--- src/hw/rtl/lfpd_pkg.sv ---
// lfpd_pkg: shared widths, reset values, register indexes and command types
// for the line follower pid motor drive block
// no dependencies
package lfpd_pkg;

   localparam int SENSOR_COUNT_DEF = 7;
   localparam int SENSOR_IN_W      = 7;

   localparam int GAIN_W     = 20;
   localparam int CFG_W      = 12;
   localparam int CSR_IDX_W  = 3;
   localparam int CSR_DATA_W = 20;

   localparam int SUM_W   = 13;
   localparam int ACC_W   = 36;
   localparam int P_FRAC  = 8;
   localparam int T_FRAC  = 10;
   localparam int CORR_W  = ACC_W - P_FRAC;
   localparam int OPA_W   = GAIN_W + 1;
   localparam int OPB_W   = 30;
   localparam int PROD_W  = OPA_W + OPB_W;
   localparam int CMD_W   = 32;
   localparam int WHEEL_W = 14;
   localparam int PWM_W   = 2 * WHEEL_W;
   localparam int LERR_W  = 4;

   localparam logic [GAIN_W-1:0] GAIN_P_RST         = 20'd38400;
   localparam logic [GAIN_W-1:0] GAIN_I_RST         = 20'd13;
   localparam logic [GAIN_W-1:0] GAIN_D_RST         = 20'd256000;
   localparam logic [CFG_W-1:0]  RIGHT_TRIM_RST     = 12'd1201;
   localparam logic [CFG_W-1:0]  DEAD_BAND_RST      = 12'd1950;
   localparam logic [CFG_W-1:0]  BASE_SPEED_RST     = 12'd250;
   localparam logic [CFG_W-1:0]  PWM_LIMIT_RST      = 12'd3125;
   localparam logic [CFG_W-1:0]  INTEGRAL_LIMIT_RST = 12'd500;

   typedef enum logic [CSR_IDX_W-1:0] {
      CSR_GAIN_P         = 3'd0,
      CSR_GAIN_I         = 3'd1,
      CSR_GAIN_D         = 3'd2,
      CSR_RIGHT_TRIM     = 3'd3,
      CSR_DEAD_BAND      = 3'd4,
      CSR_BASE_SPEED     = 3'd5,
      CSR_PWM_LIMIT      = 3'd6,
      CSR_INTEGRAL_LIMIT = 3'd7
   } csr_index_type;

   typedef struct packed {
      logic [GAIN_W-1:0] gain_p;
      logic [GAIN_W-1:0] gain_i;
      logic [GAIN_W-1:0] gain_d;
      logic [CFG_W-1:0]  right_trim;
      logic [CFG_W-1:0]  dead_band;
      logic [CFG_W-1:0]  base_speed;
      logic [CFG_W-1:0]  pwm_limit;
      logic [CFG_W-1:0]  integral_limit;
   } cfg_type;

   typedef enum logic [1:0] {
      MSEL_P,
      MSEL_I,
      MSEL_D,
      MSEL_T
   } mul_sel_type;

   typedef struct packed {
      logic        capture;
      logic        mul_en;
      mul_sel_type mul_sel;
      logic        acc_clr;
      logic        acc_add;
      logic        div_en;
      logic        lr_en;
      logic        tdiv_en;
      logic        pack_en;
   } dp_cmd_type;

   // dead band away from zero, symmetric saturation, then enable/reverse/speed
   function automatic logic [WHEEL_W-1:0] pack_wheel(
      input logic signed [CMD_W-1:0] cmd,
      input logic [CFG_W-1:0]        dead,
      input logic [CFG_W-1:0]        lim
   );
      logic signed [CMD_W:0] c;
      logic signed [CMD_W:0] l;
      logic signed [CMD_W:0] d;
      logic signed [CMD_W:0] mag;
      logic                  neg;
      l = $signed({{(CMD_W-CFG_W+1){1'b0}}, lim});
      d = $signed({{(CMD_W-CFG_W+1){1'b0}}, dead});
      if (cmd > 0) begin
         c = $signed({cmd[CMD_W-1], cmd}) + d;
      end else if (cmd < 0) begin
         c = $signed({cmd[CMD_W-1], cmd}) - d;
      end else begin
         c = '0;
      end
      if (c > l) begin
         c = l;
      end else if (c < -l) begin
         c = -l;
      end
      neg = c[CMD_W];
      mag = neg ? -c : c;
      return {1'b1, neg, mag[CFG_W-1:0]};
   endfunction

endpackage

--- src/hw/rtl/lfpd_regs.sv ---
// lfpd_regs: configuration register file written through the csr channel
// depends on lfpd_pkg
module lfpd_regs
   import lfpd_pkg::*;
(
   input  logic                  clock,
   input  logic                  reset,
   input  logic                  csr_valid,
   output logic                  csr_ready,
   input  logic [CSR_IDX_W-1:0]  csr_index,
   input  logic [CSR_DATA_W-1:0] csr_data,
   output cfg_type               cfg
);

   cfg_type cfg_ff;
   cfg_type cfg_in;

   assign csr_ready = 1'b1;
   assign cfg       = cfg_ff;

   always_comb begin
      cfg_in = cfg_ff;
      if (csr_valid) begin
         case (csr_index_type'(csr_index))
            CSR_GAIN_P:         cfg_in.gain_p         = csr_data[GAIN_W-1:0];
            CSR_GAIN_I:         cfg_in.gain_i         = csr_data[GAIN_W-1:0];
            CSR_GAIN_D:         cfg_in.gain_d         = csr_data[GAIN_W-1:0];
            CSR_RIGHT_TRIM:     cfg_in.right_trim     = csr_data[CFG_W-1:0];
            CSR_DEAD_BAND:      cfg_in.dead_band      = csr_data[CFG_W-1:0];
            CSR_BASE_SPEED:     cfg_in.base_speed     = csr_data[CFG_W-1:0];
            CSR_PWM_LIMIT:      cfg_in.pwm_limit      = csr_data[CFG_W-1:0];
            CSR_INTEGRAL_LIMIT: cfg_in.integral_limit = csr_data[CFG_W-1:0];
            default:            cfg_in = cfg_ff;
         endcase
      end
   end

   always_ff @(posedge clock) begin
      if (reset) begin
         cfg_ff.gain_p         <= GAIN_P_RST;
         cfg_ff.gain_i         <= GAIN_I_RST;
         cfg_ff.gain_d         <= GAIN_D_RST;
         cfg_ff.right_trim     <= RIGHT_TRIM_RST;
         cfg_ff.dead_band      <= DEAD_BAND_RST;
         cfg_ff.base_speed     <= BASE_SPEED_RST;
         cfg_ff.pwm_limit      <= PWM_LIMIT_RST;
         cfg_ff.integral_limit <= INTEGRAL_LIMIT_RST;
      end else begin
         cfg_ff <= cfg_in;
      end
   end

endmodule

--- src/hw/rtl/lfpd_ctrl.sv ---
// lfpd_ctrl: sequencer for one control tick, drives datapath commands and
// owns the handshake flags; depends on lfpd_pkg
module lfpd_ctrl
   import lfpd_pkg::*;
(
   input  logic       clock,
   input  logic       reset,
   input  logic       req_valid,
   output logic       req_ready,
   output logic       rsp_valid,
   input  logic       rsp_ready,
   output dp_cmd_type cmd
);

   typedef enum logic [3:0] {
      ST_IDLE,
      ST_MUL_P,
      ST_MUL_I,
      ST_MUL_D,
      ST_ACC,
      ST_DIV,
      ST_LR,
      ST_TRIM,
      ST_TDIV,
      ST_PACK
   } state_type;

   state_type state_ff;
   logic      rsp_valid_ff;
   logic      out_free;

   assign req_ready = (state_ff == ST_IDLE);
   assign rsp_valid = rsp_valid_ff;
   assign out_free  = !rsp_valid_ff || rsp_ready;

   always_comb begin
      cmd         = '0;
      cmd.mul_sel = MSEL_P;
      case (state_ff)
         ST_IDLE:  cmd.capture = req_valid;
         ST_MUL_P: begin
            cmd.mul_en  = 1'b1;
            cmd.mul_sel = MSEL_P;
            cmd.acc_clr = 1'b1;
         end
         ST_MUL_I: begin
            cmd.mul_en  = 1'b1;
            cmd.mul_sel = MSEL_I;
            cmd.acc_add = 1'b1;
         end
         ST_MUL_D: begin
            cmd.mul_en  = 1'b1;
            cmd.mul_sel = MSEL_D;
            cmd.acc_add = 1'b1;
         end
         ST_ACC:   cmd.acc_add = 1'b1;
         ST_DIV:   cmd.div_en  = 1'b1;
         ST_LR:    cmd.lr_en   = 1'b1;
         ST_TRIM: begin
            cmd.mul_en  = 1'b1;
            cmd.mul_sel = MSEL_T;
         end
         ST_TDIV:  cmd.tdiv_en = 1'b1;
         ST_PACK:  cmd.pack_en = out_free;
         default:  cmd = '0;
      endcase
   end

   always_ff @(posedge clock) begin
      if (reset) begin
         state_ff     <= ST_IDLE;
         rsp_valid_ff <= 1'b0;
      end else begin
         // in the final step a taken result is replaced by the new one below
         if (rsp_valid_ff && rsp_ready && (state_ff != ST_PACK)) begin
            rsp_valid_ff <= 1'b0;
         end
         case (state_ff)
            ST_IDLE:  if (req_valid) state_ff <= ST_MUL_P;
            ST_MUL_P: state_ff <= ST_MUL_I;
            ST_MUL_I: state_ff <= ST_MUL_D;
            ST_MUL_D: state_ff <= ST_ACC;
            ST_ACC:   state_ff <= ST_DIV;
            ST_DIV:   state_ff <= ST_LR;
            ST_LR:    state_ff <= ST_TRIM;
            ST_TRIM:  state_ff <= ST_TDIV;
            ST_TDIV:  state_ff <= ST_PACK;
            ST_PACK: begin
               // hold here while the previous result still waits
               if (out_free) begin
                  rsp_valid_ff <= 1'b1;
                  state_ff     <= ST_IDLE;
               end
            end
            default:  state_ff <= ST_IDLE;
         endcase
      end
   end

endmodule

--- src/hw/rtl/lfpd_dpath.sv ---
// lfpd_dpath: error extraction, shared multiplier with accumulator, scaling,
// trim and command packing, plus the result registers; depends on lfpd_pkg
module lfpd_dpath
   import lfpd_pkg::*;
#(
   parameter int SENSOR_COUNT = SENSOR_COUNT_DEF
) (
   input  logic                     clock,
   input  logic                     reset,
   input  dp_cmd_type               cmd,
   input  cfg_type                  cfg,
   input  logic [SENSOR_IN_W-1:0]   req_sensor_bits,
   output logic [PWM_W-1:0]         rsp_pwm_word,
   output logic signed [LERR_W-1:0] rsp_line_error,
   output logic                     rsp_line_seen
);

   localparam int IDX_W   = $clog2(SENSOR_COUNT);
   localparam int ERR_W   = IDX_W + 1;
   localparam int DERIV_W = ERR_W + 1;

   logic [SENSOR_COUNT-1:0] hit;
   logic [IDX_W-1:0]        first_idx;
   logic [IDX_W-1:0]        last_idx;
   logic                    seen;

   logic signed [ERR_W-1:0]   err_in;
   logic signed [ERR_W-1:0]   err_ff;
   logic signed [ERR_W-1:0]   last_ff;
   logic signed [DERIV_W-1:0] deriv_in;
   logic signed [DERIV_W-1:0] deriv_ff;
   logic signed [SUM_W:0]     sum_raw;
   logic signed [SUM_W:0]     sum_lim;
   logic signed [SUM_W:0]     sum_clamped;
   logic signed [SUM_W-1:0]   sum_ff;
   logic                      seen_ff;

   logic signed [OPA_W-1:0]  opa;
   logic signed [OPB_W-1:0]  opb;
   logic signed [PROD_W-1:0] prod_in;
   logic signed [PROD_W-1:0] prod_ff;
   logic signed [ACC_W-1:0]  acc_in;
   logic signed [ACC_W-1:0]  acc_ff;
   logic signed [ACC_W-1:0]  acc_rnd;
   logic signed [CORR_W-1:0] corr_ff;
   logic signed [CMD_W-1:0]  left_in;
   logic signed [CMD_W-1:0]  left_ff;
   logic signed [OPB_W-1:0]  right_in;
   logic signed [OPB_W-1:0]  right_ff;
   logic signed [PROD_W-1:0] prod_rnd;
   logic signed [CMD_W-1:0]  trimmed_ff;

   logic [PWM_W-1:0]           pwm_ff;
   logic signed [LERR_W-1:0]   lerr_ff;
   logic                       lseen_ff;
   logic [ERR_W+LERR_W-1:0]    err_ext;

   // sensors above the input width always read as clear
   for (genvar g = 0; g < SENSOR_COUNT; g++) begin : g_hit
      if (g < SENSOR_IN_W) begin : g_real
         assign hit[g] = req_sensor_bits[g];
      end else begin : g_none
         assign hit[g] = 1'b0;
      end
   end

   always_comb begin
      first_idx = '0;
      last_idx  = '0;
      for (int i = SENSOR_COUNT - 1; i >= 0; i--) begin
         if (hit[i]) first_idx = IDX_W'(i);
      end
      for (int i = 0; i < SENSOR_COUNT; i++) begin
         if (hit[i]) last_idx = IDX_W'(i);
      end
      seen = |hit;
   end

   always_comb begin
      err_in = seen ? ERR_W'(int'(first_idx) + int'(last_idx) - (SENSOR_COUNT - 1))
                    : last_ff;
      deriv_in = $signed({err_in[ERR_W-1], err_in}) - $signed({last_ff[ERR_W-1], last_ff});
      sum_raw  = $signed({sum_ff[SUM_W-1], sum_ff})
               + $signed({{(SUM_W+1-ERR_W){err_in[ERR_W-1]}}, err_in});
      sum_lim  = $signed({{(SUM_W+1-CFG_W){1'b0}}, cfg.integral_limit});
      if (sum_raw > sum_lim) begin
         sum_clamped = sum_lim;
      end else if (sum_raw < -sum_lim) begin
         sum_clamped = -sum_lim;
      end else begin
         sum_clamped = sum_raw;
      end
   end

   // operand select for the shared multiplier
   always_comb begin
      case (cmd.mul_sel)
         MSEL_P: begin
            opa = $signed({1'b0, cfg.gain_p});
            opb = $signed({{(OPB_W-ERR_W){err_ff[ERR_W-1]}}, err_ff});
         end
         MSEL_I: begin
            opa = $signed({1'b0, cfg.gain_i});
            opb = $signed({{(OPB_W-SUM_W){sum_ff[SUM_W-1]}}, sum_ff});
         end
         MSEL_D: begin
            opa = $signed({1'b0, cfg.gain_d});
            opb = $signed({{(OPB_W-DERIV_W){deriv_ff[DERIV_W-1]}}, deriv_ff});
         end
         MSEL_T: begin
            opa = $signed({{(OPA_W-CFG_W){1'b0}}, cfg.right_trim});
            opb = right_ff;
         end
         default: begin
            opa = '0;
            opb = '0;
         end
      endcase
      prod_in = opa * opb;
   end

   always_comb begin
      acc_in = acc_ff;
      if (cmd.acc_clr) begin
         acc_in = '0;
      end else if (cmd.acc_add) begin
         acc_in = acc_ff + prod_ff[ACC_W-1:0];
      end
      // bias negative values so the shift truncates toward zero
      acc_rnd  = acc_ff + $signed({{(ACC_W-P_FRAC){1'b0}}, {P_FRAC{acc_ff[ACC_W-1]}}});
      prod_rnd = prod_ff + $signed({{(PROD_W-T_FRAC){1'b0}}, {T_FRAC{prod_ff[PROD_W-1]}}});
      left_in  = $signed({{(CMD_W-CFG_W){1'b0}}, cfg.base_speed})
               + $signed({{(CMD_W-CORR_W){corr_ff[CORR_W-1]}}, corr_ff});
      right_in = $signed({{(OPB_W-CFG_W){1'b0}}, cfg.base_speed})
               - $signed({{(OPB_W-CORR_W){corr_ff[CORR_W-1]}}, corr_ff});
      err_ext  = {{LERR_W{err_ff[ERR_W-1]}}, err_ff};
   end

   always_ff @(posedge clock) begin
      if (reset) begin
         last_ff <= '0;
         sum_ff  <= '0;
      end else if (cmd.capture) begin
         last_ff <= err_in;
         sum_ff  <= sum_clamped[SUM_W-1:0];
      end
   end

   always_ff @(posedge clock) begin
      if (cmd.capture) begin
         err_ff   <= err_in;
         deriv_ff <= deriv_in;
         seen_ff  <= seen;
      end
      if (cmd.mul_en) begin
         prod_ff <= prod_in;
      end
      acc_ff <= acc_in;
      if (cmd.div_en) begin
         corr_ff <= acc_rnd[ACC_W-1:P_FRAC];
      end
      if (cmd.lr_en) begin
         left_ff  <= left_in;
         right_ff <= right_in;
      end
      if (cmd.tdiv_en) begin
         trimmed_ff <= prod_rnd[T_FRAC+CMD_W-1:T_FRAC];
      end
      if (cmd.pack_en) begin
         pwm_ff   <= {pack_wheel(left_ff, cfg.dead_band, cfg.pwm_limit),
                      pack_wheel(trimmed_ff, cfg.dead_band, cfg.pwm_limit)};
         lerr_ff  <= $signed(err_ext[LERR_W-1:0]);
         lseen_ff <= seen_ff;
      end
   end

   assign rsp_pwm_word   = pwm_ff;
   assign rsp_line_error = lerr_ff;
   assign rsp_line_seen  = lseen_ff;

endmodule

--- src/hw/rtl/line_follower_pid_motor_drive.sv ---
// line_follower_pid_motor_drive: top level, pid line follower with
// differential drive command packing; depends on lfpd_pkg, lfpd_regs,
// lfpd_ctrl and lfpd_dpath
//
//   channel  direction  handshake            payload
//   req      in         req_valid/req_ready  req_sensor_bits
//   rsp      out        rsp_valid/rsp_ready  rsp_pwm_word, rsp_line_error, rsp_line_seen
//   csr      in         csr_valid/csr_ready  csr_index, csr_data
//
// rsp_valid rises once the sequencer has run its multiply, accumulate, scale, trim
// and pack steps after the req transfer, and no new req is taken before that: a single
// shared multiplier is used four times in sequence (three gains, then the right trim)
// the next transfer is accepted right after the result is loaded, while that
// result may still wait in its output register
// a stalled result holds the sequencer in its final step until it is taken
// synchronous reset restores register defaults and clears the error history
module line_follower_pid_motor_drive
   import lfpd_pkg::*;
#(
   parameter int SENSOR_COUNT = SENSOR_COUNT_DEF
) (
   input  logic                     clock,
   input  logic                     reset,
   input  logic                     req_valid,
   output logic                     req_ready,
   input  logic [SENSOR_IN_W-1:0]   req_sensor_bits,
   output logic                     rsp_valid,
   input  logic                     rsp_ready,
   output logic [PWM_W-1:0]         rsp_pwm_word,
   output logic signed [LERR_W-1:0] rsp_line_error,
   output logic                     rsp_line_seen,
   input  logic                     csr_valid,
   output logic                     csr_ready,
   input  logic [CSR_IDX_W-1:0]     csr_index,
   input  logic [CSR_DATA_W-1:0]    csr_data
);

   cfg_type    cfg;
   dp_cmd_type cmd;

   lfpd_regs u_regs (
      .clock     (clock),
      .reset     (reset),
      .csr_valid (csr_valid),
      .csr_ready (csr_ready),
      .csr_index (csr_index),
      .csr_data  (csr_data),
      .cfg       (cfg)
   );

   lfpd_ctrl u_ctrl (
      .clock     (clock),
      .reset     (reset),
      .req_valid (req_valid),
      .req_ready (req_ready),
      .rsp_valid (rsp_valid),
      .rsp_ready (rsp_ready),
      .cmd       (cmd)
   );

   lfpd_dpath #(
      .SENSOR_COUNT (SENSOR_COUNT)
   ) u_dpath (
      .clock           (clock),
      .reset           (reset),
      .cmd             (cmd),
      .cfg             (cfg),
      .req_sensor_bits (req_sensor_bits),
      .rsp_pwm_word    (rsp_pwm_word),
      .rsp_line_error  (rsp_line_error),
      .rsp_line_seen   (rsp_line_seen)
   );

endmodule
--- config.mk ---
export PLATFORM = sky130hd
export DESIGN_NAME = line_follower_pid_motor_drive
export DESIGN_NICKNAME = d
export VERILOG_FILES = /design/src/hw/rtl/lfpd_pkg.sv /design/src/hw/rtl/lfpd_regs.sv /design/src/hw/rtl/lfpd_ctrl.sv /design/src/hw/rtl/lfpd_dpath.sv /design/src/hw/rtl/line_follower_pid_motor_drive.sv
export SDC_FILE = /design/constraint.sdc
export NUM_CORES = 2
export LEC_CHECK = 0
export BUFFER_PORTS_ARGS = -buffer_cell sky130_fd_sc_hd__buf_2
export CAP_MARGIN = 25
export CELL_PAD_IN_SITES_DETAIL_PLACEMENT = 2
export CELL_PAD_IN_SITES_GLOBAL_PLACEMENT = 2
export CORE_ASPECT_RATIO = 1.75
export CORE_MARGIN = 3
export CORE_UTILIZATION = 42
export CTS_CLUSTER_SIZE = 12
export DETAILED_ROUTE_END_ITERATION = 10
export PLACE_DENSITY_LB_ADDON = 0.1
export SYNTH_ARGS = -nofsm -noshare
export SYNTH_HDL_FRONTEND = slang
export SYNTH_SLANG_ARGS = --single-unit
export TNS_END_PERCENT = 10
--- constraint.sdc ---
create_clock -name clock -period 12.1 [get_ports clock]
set_input_delay 1.21 -clock clock [delete_from_list [all_inputs] [get_ports clock]]
set_output_delay 1.21 -clock clock [all_outputs]
set_load 0.05 [all_outputs]
==> summary.md <==
| Metric | Value |
|---|---|
| Outcome | `finished clean` |
| Simple-gate share of the synthesized area | `17.2%` |
| Main combinational cell family by area after synthesis | `adder cells` |
| Adder-Cell Fraction of Synth Area | `35.0%` |
| Num CTS Buffers | `42` |
| Pin count of the biggest net entering global routing | `74` |
| Overflow after GRT | `0` |
| H-tree Lvls | `2` |
| Post-synthesis xor/xnor area fraction | `5.50%` |
| Routing usage on met3 | `3.33%` |
| Most used cell, CP | `fa_1` |
| Final period utilization | `90.1%` |
| Wire per inst | `29.1 um` |
| Post-layout min period | `10.91 ns` |
| 1st-iter DRT viols | `2,045` |
| Cts repair resizes | `0` |
| Worst skew pair latency | `0.62 ns` |
| Filler cells | `12,500` |
| GR Layer Usage met1 | `30.8%` |
| Chip height | `454 um` |
| Primary FF master, synth | `edfxtp_1` |
| Clock Tree Root | `clkbuf_16` |
| Die W | `262 um` |
| Slowest-stage cell, CP | `dfxtp_1` |
| Setup CP Type | `register to register` |
| Inst Count DP | `6,898` |
| Slew Viols, Final | `0` |
| # DRC | `0` |
| Hold bufs inserted after CTS | `0` |
| Ys Warns | `0` |
| Clock buffer depth | `3` |
| RSZ-0062 raised after global routing | `false` |
| WP data arrival | `11.21 ns` |
| Initial antenna violation count | `5` |
| Largest cells by area after synthesis | `fa_1, edfxtp_1, ha_1` |
| Core area | `0.113 sq mm` |
| Worst Setup End Kind | `register` |
| Sequential cell area fraction in the yosys report | `20.0%` |
| Setup bufs post-CTS | `0` |
| Vias in the first global route | `47,000` |
| Post-route ant nets | `0` |
| Initial Utilization | `42.5%` |
| Worst Path Required | `12.41 ns` |
| Post-synth EDFFs | `201` |
| Port Buf Inserts | `67` |
| Compound-Gate Fraction of Synth Area | `12.2%` |
| Synth-to-Final Area Change | `7.31%` |
| Clock sink count | `379` |
| Hold Fails Final Rpt | `0` |
| Hpwl dp | `167,000 um` |
| Layout cells sized above 1 | `5.73%` |
| Cell Count, Final, Fillers Out | `6,984` |
| HP Class | `register to register` |
| First-pass GRT wire length | `301,000 um` |
| Yosys reg bits | `379` |
| Mapped cell area | `0.0481 sq mm` |
| Top cell type by total area after synthesis | `fa_1` |
| CTS tree | `built` |
| Cell row count | `163` |
| Top-Level Pins | `71` |
| Clk_skew | `0.0512 ns` |
| Post-synth top area share | `24.8%` |
| Maxcap violations | `0` |
| Overall Global Routing Usage | `34.5%` |
| M2 GR Usage | `65.3%` |
| CP Launch Type | `register` |
| Synthesized area per cell | `8.70 sq um` |
| Final setup vio count | `0` |
| Final core utilization | `45.6%` |
| Busiest grt layer | `met2` |
| Final wirelength | `204,000 um` |
| Netlist cell types | `90` |
| Routability cong. | `0.951` |
| Fraction of registers with async set/reset | `0%` |
| Worst Max-Slew Pin Slew | `1.13 ns` |
| Setup TNS | `0 ns` |
| Die area | `0.119 sq mm` |
| Detailed-router iteration count before antenna repair | `5` |
| Post-Syn Instances | `5,529` |
| Via count | `40,600` |
| Clock transition at path regs | `0.07 ns` |
| Largest stage delay, worst path | `0.63 ns` |
| Nets | `6,486` |
| Slew headroom | `24.2%` |
| Multiplexer share of the synthesized area | `1.41%` |
| Fmax | `0.0917 GHz` |
| Max Fanout on Critical Path | `34` |
| Via density | `5.81` |
==> synthesized netlist by cell type (all sizes together), types with 48 or more instances <==
| library cell | number |
|---|---|
| nor2 | 606 |
| xor2 | 75 |
| clkbuf | 242 |
| a21oi | 294 |
| mux2i | 57 |
| nor3 | 82 |
| o21ai | 145 |
| nor2b | 48 |
| inv | 837 |
| a21o | 104 |
| fa | 596 |
| nand3 | 100 |
| edfxtp | 201 |
| ha | 392 |
| and3 | 50 |
| nand2 | 551 |
| dfxtp | 178 |
| xnor2 | 227 |
| nand2b | 106 |
==> layout by cell type, fill, tap and decap left out, types with 85 or more instances in the layout <==
| cell | n |
|---|---|
| o21ai_0 | 135 |
| nor2_1 | 601 |
| nand2_1 | 550 |
| nand3_1 | 100 |
| fa_1 | 596 |
| edfxtp_1 | 201 |
| a21o_1 | 103 |
| nand2b_1 | 106 |
| inv_1 | 837 |
| a21oi_1 | 290 |
| dfxtp_1 | 178 |
| buf_4 | 85 |
| xnor2_1 | 227 |
| ha_1 | 392 |
==> state kept, by name, summed over array words and instances (netlist names), 4 cells and up <==
register / cells
u_ctrl.state_ff: 4
u_dpath.corr_ff: 28
u_dpath.rsp_line_error: 4
u_dpath.err_ff: 4
u_dpath.sum_ff: 13
u_dpath.left_ff: 28
u_dpath.deriv_ff: 5
u_dpath.right_ff: 29
u_dpath.trimmed_ff: 32
u_regs.cfg: 120
u_dpath.prod_ff: 43
u_dpath.rsp_pwm_word: 26
u_dpath.acc_ff: 36
u_dpath.last_ff: 4
==> area by class of cell <==
| class | instances | area (sq um) | share of cell area, % |
|---|---|---|---|
| clock inverter | 10 | 92.6 | 0.179 |
| sequential | 379 | 9600 | 18.6 |
| tap | 1485 | 1860 | 3.60 |
| inverter | 837 | 3140 | 6.09 |
| clock buffer | 67 | 1250 | 2.41 |
| antenna | 3 | 7.51 | 0.0145 |
| timing repair buffer | 161 | 1090 | 2.12 |
| multi-input combinational | 4042 | 34600 | 67.0 |
==> logic make-up after synthesis <==
kind of cell / count (synthesis)
and+or+nand+nor: 1786
AOI/OAI and AO/OA: 897
adders and majority gates: 988
buffers and inverters: 1110
xor gates and xnor gates: 302
DFF: 379
other: 1
muxes: 66
==> path summary, 6_finish.rpt <==
path / startpoint / endpoint / slack (ns) / cells past startpoint
min: u_regs.cfg[95]$_SDFFE_PP0P_ / u_regs.cfg[95]$_SDFFE_PP0P_ / 0.46 / 2
max reg2reg: u_ctrl.state_ff[3]$_SDFFE_PP0P_ / u_dpath.prod_ff[50]$_DFFE_PP_ / 1.19 / 35
max: u_ctrl.state_ff[3]$_SDFFE_PP0P_ / u_dpath.prod_ff[50]$_DFFE_PP_ / 1.19 / 35
min reg2reg: u_regs.cfg[95]$_SDFFE_PP0P_ / u_regs.cfg[95]$_SDFFE_PP0P_ / 0.46 / 2
==> metrics by stage <==
stage,worst slack [ns],instance area [sq um],hold slack [ns]
after floorplan,2.52,48100,0.400
after global placement,1.33,50100,0.404
after detailed placement,0.953,50200,0.441
after CTS,0.922,51600,0.459
after global routing,0.718,51600,0.471
final,1.19,51600,0.458
==> routing by layer <==
layer  vias up  wire, um
li1      17900         -
met1     21100     62900
met2       914    110000
met3       621      5130
met4         4     25600
met5         -        27
==> critical path: cells and delay by family, from the launching register on <==
kind | cells | cell delay [ns]
adder cells (fa/ha/maj) | 8 | 3.89
AO/OA/AOI/OAI | 12 | 3.28
buffers and inverters | 9 | 1.65
AND/OR/NAND/NOR | 5 | 1.02
flip-flops | 1 | 0.63
XOR/XNOR | 1 | 0.09
Power is not shown: default switching activity piles up to over one toggle a cycle in this logic, so the estimate is an artifact.
